[src/design/vsr_divider.sv]
// Restoring divider, one quotient bit per cycle, for the glide step.
// No dependencies.
module vsr_divider (
  input  logic        clk,
  input  logic        rst,
  input  logic        start,
  input  logic [23:0] dividend,
  input  logic [15:0] divisor,
  output logic        busy,
  output logic [23:0] quotient
);
  logic [4:0]  count;
  logic [16:0] rem;
  logic [15:0] dvs;
  logic [16:0] trial;

  assign trial = {rem[15:0], quotient[23]};

  always_ff @(posedge clk) begin
    if (rst) begin
      busy  <= 1'b0;
      count <= '0;
    end else if (start) begin
      busy     <= 1'b1;
      count    <= 5'd24;
      rem      <= '0;
      quotient <= dividend;
      dvs      <= (divisor == '0) ? 16'd1 : divisor;
    end else if (busy) begin
      if (trial >= {1'b0, dvs}) begin
        rem      <= trial - {1'b0, dvs};
        quotient <= {quotient[22:0], 1'b1};
      end else begin
        rem      <= trial;
        quotient <= {quotient[22:0], 1'b0};
      end
      count <= count - 5'd1;
      if (count == 5'd1) busy <= 1'b0;
    end
  end
endmodule

[config.mk]
export PLATFORM = sky130hd
export DESIGN_NAME = vsr_divider
export DESIGN_NICKNAME = d
export VERILOG_FILES = /design/src/design/vsr_divider.sv
export SDC_FILE = /design/constraint.sdc
export NUM_CORES = 1
export LEC_CHECK = 0
export ABC_AREA = 1
export BUFFER_PORTS_ARGS = -buffer_cell sky130_fd_sc_hd__buf_2
export CAP_MARGIN = 20
export CORE_ASPECT_RATIO = 0.6
export CORE_MARGIN = 2
export CORE_UTILIZATION = 25
export DETAILED_ROUTE_END_ITERATION = 7
export GPL_TIMING_DRIVEN = 0
export PLACE_DENSITY = 0.41
export SETUP_SLACK_MARGIN = 0.2
export SLEW_MARGIN = 5
export SYNTH_ARGS = -nofsm -noshare
export SYNTH_HDL_FRONTEND = slang
export SYNTH_SLANG_ARGS = --single-unit
[constraint.sdc]
create_clock -name clk -period 3 [get_ports clk]
set_input_delay 0.45 -clock clk [delete_from_list [all_inputs] [get_ports clk]]
set_output_delay 0.45 -clock clk [all_outputs]
set_load 0.01 [all_outputs]
# Yosys cells after proc, flatten, opt, wreduce, memory -nomap -nowiden
# Cells that the tools add are included.
# classes
n_reduce_logical	5
magnitude_cmp	1
bitwise	1
addsub	2
mux	10
eq_ne	1
# op_table
cell	n
24-bit 2-to-1 mux	2
16-bit 2-to-1 mux	2
17-bit by 16-bit greater-or-equal comparator with 1-bit output	1
16-bit logical NOT	1
16-bit subtractor	1
5-bit 2-to-1 mux	2
5-bit by 1-bit == test with 1-bit output (second input constant)	1
5-bit by 1-bit subtractor with 5-bit output (second input constant)	1
1-bit 2-to-1 mux	4
2-bit AND reduction	2
2-bit nonzero test	1
2-bit OR reduction	1
1-bit inverter	1
# word_totals
ff_bits	62
output_inout_bits	25

# Depth between registers and ports, before layout
# Gate-level depths: netlist of run 1.
# logic_depth
word_depth	4
mapped_depth	14
depth_no_buf	14

# Least setup slack after synthesis of run 1
# OpenSTA, ideal clock, no wires.
# synth_timing
path_kind	input-to-reg
startpoint	input start
endpoint	register quotient[0] (enable)
slack_ns	0.093
stages	3
arrival_ns	2.469
setup_time_ns	0.437
required_ns	2.563
cell_sequence	clkbuf_1 -> nor2_1 -> nor2_1
# synth_via
elab_chain_len	2
# synth_rtl
item	line	text
from (decl)	6	input logic start,
2-bit nonzero test (no source line)	--	
2-bit AND reduction (no source line)	--	
to (signal assigned)	27	quotient <= dividend;
to (signal assigned)	32	quotient <= {quotient[22:0], 1'b1};
to (signal assigned)	35	quotient <= {quotient[22:0], 1'b0};
to (decl)	10	output logic [23:0] quotient
# No other way between the ends.
# A chain may end at the register's enable or synchronous reset.

# Final worst setup path of run 1
# layout_timing
startpoint	register quotient[23]
endpoint	register rem[12] (data pin)
# layout_via
elab_chain_len	3
elab_cells_between_ends	4
cone_classes	add/sub (1); order compare (1); mux (2)
# layout_rtl
item	line	text
16-bit subtractor / 17-bit by 16-bit greater-or-equal comparator with 1-bit output (equally long branches)	31, 30	
16-bit 2-to-1 mux (*)	30	if (trial >= {1'b0, dvs}) begin
16-bit 2-to-1 mux (*)	29	end else if (busy) begin
to (signal assigned)	31	rem <= trial - {1'b0, dvs};
to (signal assigned)	34	rem <= trial;
to (decl)	13	logic [16:0] rem;
# Mark *: on every way between the ends. The rest lies on a longest branch, timed or not. The select of a mux whose other input is x is not followed.

==> impl_metrics.csv, run 1 <==
group,metric,value,unit
status,run_status,"finished clean",
logic_synthesis,async_flop_share,0,%
placed_design,dpl.hpwl,8220,um
logic_synthesis,synthDominantAreaCellType,"sky130_fd_sc_hd__edfxtp_1",
clocking,cts_tree,"built",
setup_path,cp_max_fo,3,
die,floorplan.rows,35,
power_and_ir_drop,irDropWorstVdd,0.237,mV
power_and_ir_drop,power.net_switching,820,uW
clocking,cts_buffers,9,
setup_path,critPathArrivalTime,2340,ps
die,dieWidth,165,um
timing,finalCritPeriodShare,75.1,%
clocking,buffer_count_from_post_cts_setup_fixing,0,
logic_synthesis,ys_types,37,
run,maxCapViolCount,0,
drt,detailedRoute.firstIterationViolations,211,
timing,fin_tns_setup,0,ps
power_and_ir_drop,clock_power_share,38.4,%
layout,area_growth,24.1,%
placed_design,place_ws,784,ps
global_routing,globalRouteOverflowTotal,0,
layout,insertedDiodeCount,0,
drt,via_per_inst,4.18,
setup_path,crit_path_max_delay_cell_type,"sky130_fd_sc_hd__fa_1",
power_and_ir_drop,share_seq_of_total_power,38.8,%
setup_path,crit_family,"simple AND/OR/NAND/NOR gates",
drt,detail_route.wl_per_cell,13.7,um
drt,detail_route.wirelength,10700,um
logic_synthesis,synth_area_leaders,"sky130_fd_sc_hd__edfxtp_1 (43%), sky130_fd_sc_hd__nand2_1 (18%), sky130_fd_sc_hd__inv_1 (6.2%)",
timing,finalCriticalPeriod,2250,ps
setup_path,critPathMostFrequentCell,"sky130_fd_sc_hd__nand2_1",
layout,num-nets-final,635,
global_routing,vias_in_the_first_global_route,3017,
power_and_ir_drop,p_leak,2.36,nW
setup_path,worstSetupEndpointType,"register",
global_routing,grt_start_max_net_pins,29,
timing,slew_violations,0,
clocking,cts_hold_buf,0,
die,fp.dieH,100,um
logic_synthesis,synth_seq_cells,62,
layout,seqCellArea,0.00180,mm^2
clocking,cts.htree.levels,3,
timing,report.final.hold_viol_count,0,
clocking,cts-resized-gates,0,
setup_path,cp.buffers_inverters,2,
die,fp.coreArea,0.0152,mm^2
die,die-area,0.0165,mm^2
setup_path,path_class,"register to register",
logic_synthesis,yosys_most_used_dff,"sky130_fd_sc_hd__edfxtp_1",
logic_synthesis,netlist_top_cells_count,"sky130_fd_sc_hd__nand2_1 (184), sky130_fd_sc_hd__inv_1 (64), sky130_fd_sc_hd__edfxtp_1 (56)",
die,boundaryPins,68,
logic_synthesis,ys_seq_area_share,46.6,%
logic_synthesis,synth-edff-count,56,
clocking,clkSlewWorstSetupHoldPaths,60,ps
timing,worst_clock_skew,6.52,ps
clocking,tritoncts_num_sinks,62,
setup_path,timing.critical_path.from_type,"register",
clocking,worstSkewPairLatency,330,ps
clocking,clockBufferDepth,2,
setup_path,cp_data_required_time,3090,ps
logic_synthesis,yosys_warnings,0,
power_and_ir_drop,switching_share_of_power,29.9,%
placed_design,buffer_ports.inserted,67,
setup_path,timing.critical_path.cells,"inv_1 > ha_1 > fa_1 > inv_1 > nand3_1 > nand3_1 > nand2_1 > nand3_1 > nand2_1 > nand2_1 > nand2_1 > nand2_1 > nor2_1",
drt,ant_nets,0,
logic_synthesis,mappedNetlistNets,554,
placed_design,gp_routability_congestion,0.851,
timing,setup-violations-final,0,
logic_synthesis,post-synth-top-area-fraction,43.5,%
logic_synthesis,synth_area_per_cell,7.87,um^2
drt,via_count_of_the_routed_design,3261,
power_and_ir_drop,power.internal,1.92,mW
timing,worst_margin_slew,855,ps
timing,rsz0062_at_grt,"no",
timing,maxSlewHeadroom,42.5,%
global_routing,grt_util_all_layers,13.4,%
global_routing,antenna_found_initial,0,
layout,multi_input_comb_area,0.00169,mm^2
setup_path,max_stage_delay,410,ps
power_and_ir_drop,power.combinational.fraction,22.9,%
timing,fmax,0.444,GHz
logic_synthesis,synthCells,492,
drt,drc,0,
layout,n_fill_cell,1646,
logic_synthesis,synth.most_common_cell,"sky130_fd_sc_hd__nand2_1",
logic_synthesis,mappedNetlistArea,0.00387,mm^2
hold_path,timing.hold.worst.class,"input pin to register",
layout,proportion_of_layout_cells_with_a_drive_suffix_above_1,20.4,%
die,initial_core_util,25.4,%
power_and_ir_drop,pwr_density_cell,571,mW/mm^2
timing,post-route-worst-setup-slack,746,ps
drt,drt-pass1-iter-count,5,
global_routing,grt_pass1_wl,16500,um
clocking,cts_root_buffer,"sky130_fd_sc_hd__clkbuf_16",
-- layer usage --
metal / vias to the layer above / track usage, % / wire [um]
met5: - / 0 / 0
met4: 0 / 3.48 / 98
met3: 10 / 3.14 / 614
met2: 77 / 16.6 / 3810
met1: 1468 / 22.0 / 6160
li1: 1706 / - / -
-- worst reg2reg max path: cells and delay by family, from the launching register on --
family                     cells  cell delay, ps
adders and majority gates      2             640
buffers and inverters          2             210
DFF                            1             390
and+or+nand+nor                9             770
-- power by group through the flow --
| stage | clock [mW] | combinational [mW] | sequential, mW |
|---|---|---|---|
| after floorplan | 0 | 0.426 | 1.08 |
| after global placement | 0 | 0.616 | 1.08 |
| after detailed placement | 0 | 0.622 | 1.08 |
| after CTS | 1.08 | 0.627 | 1.06 |
| after global routing | 1.11 | 0.722 | 1.07 |
| final | 1.05 | 0.627 | 1.06 |
-- through the flow --
step                cell area, um^2  hold WS (ps)  instances  power, mW  utilization, %
global route                   4800           387        781       2.90            31.5
floorplan                      3870           447        492       1.51               -
CTS                            4800           372        780       2.77            31.5
detailed placement             4500           504        764       1.70            29.6
global placement               4460           473        762       1.70            29.3
finish                         4800           381        781       2.74            31.5
-- cell type report --
type / instances / share of cell area (%)
sequential: 62 / 37.5
timing repair buffer: 70 / 7.81
buffer: 25 / 2.53
clock buffer: 12 / 5.13
inverter: 72 / 5.63
tap: 203 / 5.29
multi-input combinational: 333 / 35.1
clock inverter: 4 / 0.990
-- kinds of logic after synthesis --
kind of cell             share of synthesized area [%]
AND/OR/NAND/NOR                                   32.7
buffers and inverters                             10.1
flip-flops                                        46.6
adder cells (fa/ha/maj)                           6.34
AO/OA/AOI/OAI                                     2.68
XOR/XNOR                                          1.58
-- registers in the layout, summed over array words and instances, names as in the netlist --
register / count
count: 5
dvs: 16
busy: 1
quotient: 24
rem: 16
-- worst paths after layout --
kind                 from  endpoint  slack (ps)  depth (start not counted)
max          quotient[23]   rem[12]         750                         13
min            divisor[2]    dvs[2]         380                          2
max reg2reg  quotient[23]   rem[12]         750                         13
min reg2reg      count[3]  count[3]         500                          2
-- placed cells by master (no fill, tap or decap), drive strengths merged, types with 2 or more instances in the layout --
cell type  synthesis  routed
nand3b             9       9
dfxtp              6       6
buf                6      76
clkbuf            19      31
nand4              6       6
nor2              56      56
nor4               4       4
or2                4       4
clkinv             1       3
edfxtp            56      56
nand3             18      18
inv               71      71
and2               3       3
a21oi             10      10
ha                18      18
xor2               7       7
a31oi              2       2
nand2            188     188
nor3               2       2
Note: power is estimated with default switching activity, not from simulation.
==> run 2: changes to the inputs <==
Settings changed: PLACE_DENSITY 0.41 to 0.4.
Clock period 3 ns to 2.22 ns, I/O delays scaled along.
==> impl_metrics.csv, run 2 (same netlist as run 1, synthesis figures left out) <==
group,metric,value,unit
global_routing,grt_start_max_net_pins,30,
drt,wirelength_met1,6470,um
drt,detail_route.wl_per_cell,14.1,um
placed_design,dpl.hpwl,8380,um
drt,dr_wl_met3,694,um
die,boundaryPins,68,
setup_path,path_class,"register to register",
hold_path,hp-start,"divisor[6]",
layout,regMostFlops,"quotient",
clocking,worstSkewPairLatency,340,ps
power_and_ir_drop,p_leak,2.51,nW
drt,ant_nets,0,
global_routing,vias_in_the_first_global_route,3110,
layout,largest_register_ffs,24,
global_routing,globalRouteOverflowTotal,0,
layout,area_growth,38.1,%
drt,highest-signal-layer,"met4",
setup_path,critPathArrivalTime,2110,ps
layout,insertedDiodeCount,0,
timing,finalCriticalPeriod,2010,ps
timing,fmax,0.497,GHz
clocking,tritoncts_num_sinks,62,
die,floorplan.rows,35,
setup_path,worstSetupEndpointType,"register",
timing,worst_margin_slew,721,ps
timing,maxSlewHeadroom,51.5,%
timing,worst_clock_skew,6.61,ps
clocking,clkSlewWorstSetupHoldPaths,60,ps
setup_path,reg2reg_from,"rem[6]",
global_routing,grt_util_all_layers,14.0,%
die,fp.dieH,100,um
die,die-area,0.0165,mm^2
die,dieWidth,165,um
timing,finalCritPeriodShare,90.7,%
hold_path,holdPathStages,2,
drt,wl_met2,4040,um
die,fp.coreArea,0.0152,mm^2
layout,post-route-cell-area,0.00534,mm^2
drt,via_count_of_the_routed_design,3380,
power_and_ir_drop,pwr_density_cell,741,mW/mm^2
timing,setup-violations-final,0,
layout,reg_top3,"quotient: 24 flops, dvs: 16 flops, rem: 16 flops",
run,maxCapViolCount,0,
placed_design,placed_cells,764,
timing,rsz0062_at_grt,"yes",
layout,final_cells,801,
setup_path,timing.critical_path.from_type,"register",
layout,proportion_of_layout_cells_with_a_drive_suffix_above_1,33.6,%
drt,detail_route.wirelength,11300,um
layout,highest_count_cells_in_the_layout_ignoring_fill_and_taps,"sky130_fd_sc_hd__nand2_1 (157), sky130_fd_sc_hd__buf_2 (69), sky130_fd_sc_hd__edfxtp_1 (56)",
timing,post-route-worst-setup-slack,206,ps
layout,finish.utilization,35.1,%
clocking,cts.htree.levels,3,
clocking,cts_buffers,9,
placed_design,gp_routability_congestion,0.858,
placed_design,place_ws,62.3,ps
layout,num-nets-final,655,
power_and_ir_drop,irDropWorstVdd,0.348,mV
timing,slew_violations,0,
placed_design,dpl-instance-area,0.00450,mm^2
placed_design,buffer_ports.inserted,67,
clocking,cts_root_buffer,"sky130_fd_sc_hd__clkbuf_16",
clocking,cts_tree,"built",
setup_path,cp_data_required_time,2310,ps
setup_path,r2r_setup_slack,210,ps
setup_path,rr_worst_depth,11,
layout,layout_commonest_cell,"sky130_fd_sc_hd__nand2_1",
timing,report.final.hold_viol_count,0,
die,initial_core_util,25.4,%
drt,drt-pass1-iter-count,4,
drt,via_per_inst,4.22,
hold_path,sink_of_the_worst_hold_path,"dvs[6]",
global_routing,grt_pass1_wl,17200,um
setup_path,crit-reg2reg-capture,"rem[9]",
drt,detailedRoute.firstIterationViolations,232,
global_routing,antenna_found_initial,0,
clocking,clockBufferDepth,2,
setup_path,cp_max_fo,7,
drt,drc,0,
hold_path,timing.hold.worst.class,"input pin to register",
status,run_status,"finished clean",
-- run 2: worst max-delay path: stages (launching register included) --
cell and delay, ps:
sky130_fd_sc_hd__edfxtp_1 440, sky130_fd_sc_hd__ha_4 330, sky130_fd_sc_hd__nand2_4 70, sky130_fd_sc_hd__nor2_4 170, sky130_fd_sc_hd__nand3_4 110, sky130_fd_sc_hd__nand3_4 110
sky130_fd_sc_hd__nand2_4 80, sky130_fd_sc_hd__nand2_8 120, sky130_fd_sc_hd__buf_8 140, sky130_fd_sc_hd__nand3_1 80, sky130_fd_sc_hd__inv_1 70, sky130_fd_sc_hd__nor2_1 40
-- run 2: layout make-up --
type,count,area [um^2]
Buffer,25,134
Sequential cell,62,1800
Clock buffer,10,250
Inverter,72,273
Timing Repair Buffer,90,567
Fill cell,1621,9900
Tap cell,203,254
Multi-Input combinational cell,333,2020
Clock inverter,6,41.3
-- run 2: metal layers --
metal | up-vias | global-route usage [%]
li1 | 1745 | -
met1 | 1545 | 23.5
met2 | 83 | 17.0
met3 | 7 | 3.39
met4 | 0 | 3.21
met5 | - | 0
-- run 2: worst max path at each step --
| stage | startpoint | end |
|---|---|---|
| detailed placement | quotient[23] | rem[12] |
| finish | rem[6] | rem[9] |
| floorplan | quotient[23] | rem[8] |
| global placement | start | dvs[15] |
| CTS | rem[5] | rem[9] |
| global route | rem[8] | rem[6] |
-- run 2: repair_timing --
item / 4_1_cts / 5_1_grt
endpoints found under the setup margin: 16 / 17
resized for setup: 43 / 36
setup buffers: 7 / 11
pin swaps: 14 / 22
gates cloned: 1 / 1
hold buffers: 0 / 0
-- run 2: through the flow --
| step | hold slack (ps) | power, mW | setup TNS, ps |
|---|---|---|---|
| 4_1_cts | 252 | 3.87 | 0 |
| 6_report | 260 | 3.96 | 0 |
| 3_3_place_gp | 487 | 2.29 | -14910 |
| 2_1_floorplan | 402 | 2.04 | 0 |
| 5_1_grt | 258 | 4.17 | 0 |
| 3_5_place_dp | 480 | 2.30 | 0 |
-- run 2: power by group --
part / total [mW] / internal (mW) / leakage (nW) / switching, mW
clock network: 1.39 / 0.827 / 0.149 / 0.567
logic: 1.12 / 0.481 / 1.77 / 0.636
registers: 1.45 / 1.39 / 0.587 / 0.0558
==> run 3: changes to the inputs <==
Settings changed: CELL_PAD_IN_SITES_DETAIL_PLACEMENT set to 1, CELL_PAD_IN_SITES_GLOBAL_PLACEMENT set to 1, PLACE_DENSITY 0.4 to 0.51.
==> impl_metrics.csv, run 3 (same netlist as run 1, synthesis figures left out) <==
group,metric,value,unit
setup_path,max_stage_delay,400,ps
placed_design,buffer_ports.inserted,67,
clocking,worstSkewPairLatency,340,ps
layout,layout_commonest_cell,"sky130_fd_sc_hd__nand2_1",
layout,num-nets-final,660,
placed_design,dpl.hpwl,9370,um
timing,finalCriticalPeriod,2070,ps
timing,finalCritPeriodShare,93.3,%
clocking,clockBufferDepth,2,
timing,worst_clock_skew,13.8,ps
layout,finish.utilization,35.8,%
global_routing,grt_pass1_wl,18900,um
run,maxCapViolCount,0,
drt,detail_route.wirelength,12800,um
drt,drt-pass1-iter-count,4,
global_routing,grt_util_all_layers,15.3,%
placed_design,placed_cells,764,
global_routing,grt_start_max_net_pins,29,
drt,via_count_of_the_routed_design,3431,
hold_path,timing.hold.worst.class,"input pin to register",
global_routing,vias_in_the_first_global_route,3449,
timing,setup-violations-final,0,
setup_path,path_class,"register to register",
die,initial_core_util,25.4,%
layout,reg_top3,"quotient: 24 flops, dvs: 16 flops, rem: 16 flops",
global_routing,globalRouteOverflowTotal,0,
clocking,cts_tree,"built",
drt,drc,0,
layout,highest_count_cells_in_the_layout_ignoring_fill_and_taps,"sky130_fd_sc_hd__nand2_1 (155), sky130_fd_sc_hd__buf_2 (68), sky130_fd_sc_hd__edfxtp_1 (56)",
timing,report.final.hold_viol_count,0,
layout,proportion_of_layout_cells_with_a_drive_suffix_above_1,35.7,%
layout,n_fill_cell,1817,
die,fp.dieH,100,um
timing,slew_violations,0,
layout,area_growth,40.9,%
layout,largest_register_ffs,24,
setup_path,crit_path_max_delay_cell_type,"sky130_fd_sc_hd__edfxtp_1",
die,boundaryPins,68,
drt,ant_nets,0,
drt,detailedRoute.firstIterationViolations,144,
timing,maxSlewHeadroom,41.5,%
timing,fmax,0.483,GHz
setup_path,worstSetupEndpointType,"register",
setup_path,timing.critical_path.cells,"inv_2 > ha_4 > nand2_2 > inv_2 > nand2_2 > inv_2 > nand2_2 > nor2_4 > nor2_4 > buf_6 > clkbuf_16 > nand3b_1 > nand2_1 > nor2_1",
layout,regMostFlops,"quotient",
timing,rsz0062_at_grt,"yes",
global_routing,antenna_found_initial,0,
placed_design,gp_routability_congestion,0.791,
clocking,cts.htree.levels,3,
power_and_ir_drop,pwr_density_cell,743,mW/mm^2
setup_path,cp_max_fo,5,
setup_path,critPathArrivalTime,2160,ps
power_and_ir_drop,p_leak,2.55,nW
setup_path,timing.critical_path.from_type,"register",
status,run_status,"finished clean",
setup_path,cp_data_required_time,2310,ps
clocking,cts_buffers,9,
power_and_ir_drop,irDropWorstVdd,0.354,mV
die,die-area,0.0165,mm^2
die,fp.coreArea,0.0152,mm^2
clocking,tritoncts_num_sinks,62,
layout,insertedDiodeCount,0,
layout,final_cells,806,
die,floorplan.rows,35,
timing,worst_margin_slew,869,ps
clocking,clkSlewWorstSetupHoldPaths,70,ps
die,dieWidth,165,um
clocking,cts_root_buffer,"sky130_fd_sc_hd__clkbuf_16",
drt,via_per_inst,4.26,
drt,detail_route.wl_per_cell,15.9,um
==> run 3: cell count changes in the layout (fill, tap and decap cells not counted), sizes merged <==
cell and change:
buf +4, clkbuf +1, clkinv -2, inv +2
==> run 3: final timing paths <==
| kind | slack, ps | depth (start not counted) | endpoint | start |
|---|---|---|---|---|
| worst max-delay path | 150 | 14 | rem[13] | dvs[6] |
| worst min-delay path | 260 | 2 | dvs[4] | divisor[4] |
| worst max register to register | 150 | 14 | rem[13] | dvs[6] |
| worst min register to register | 490 | 2 | count[3] | count[3] |
==> run 3: metal layers <==
layer | wire length, um | vias up | share of wire [%] | global-route usage [%]
li1 | - | 1748 | - | -
met1 | 7350 | 1628 | 57 | 24.8
met2 | 5030 | 49 | 39 | 20.2
met3 | 346 | 6 | 2.7 | 3.02
met4 | 83 | 0 | 0.65 | 3.81
met5 | 0 | - | 0 | 0
==> run 3: final cells by class <==
| cell class | count | area [um^2] | area share, % |
|---|---|---|---|
| Clock buffer | 10 | 250 | 4.59 |
| Multi-Input combinational cell | 333 | 2060 | 37.8 |
| Timing Repair Buffer | 95 | 624 | 11.4 |
| Inverter | 72 | 273 | 5.00 |
| Tap cell | 203 | 254 | 4.66 |
| Buffer | 25 | 143 | 2.62 |
| Clock inverter | 6 | 47.5 | 0.872 |
| Sequential cell | 62 | 1800 | 33.0 |
==> run 3: per-stage QoR <==
| step | hold slack (ps) | area, um^2 | setup slack (ps) | power (mW) | setup TNS (ps) |
|---|---|---|---|---|---|
| detailed placement | 488 | 4500 | 7.67 | 2.34 | 0 |
| global route | 267 | 5450 | 55.7 | 4.27 | 0 |
| global placement | 471 | 4470 | -523 | 2.32 | -14610 |
| CTS | 244 | 5200 | 190 | 3.99 | 0 |
| finish | 256 | 5450 | 149 | 4.05 | 0 |
| floorplan | 402 | 3880 | 298 | 2.04 | 0 |
==> run 3: report_power, final <==
part / leakage (nW) / internal [mW] / switching, mW
combinational: 1.81 / 0.504 / 0.679
sequential: 0.587 / 1.39 / 0.0598
clock: 0.150 / 0.839 / 0.581
==> run 3: repair_timing <==
item | in CTS | in global routing
gates resized for setup | 58 | 39
setup endpoints to repair | 17 | 17
hold buffers | 0 | 0
setup buffers | 12 | 11
pin swaps | 17 | 36
gates cloned | 1 | 2
==> run 3: worst max-delay path, delay by kind of cell (launching register included) <==
kind	cells	cell delay [ps]
flops	1	400
buf+inv	5	520
fa+ha+maj	1	230
simple gates	8	670
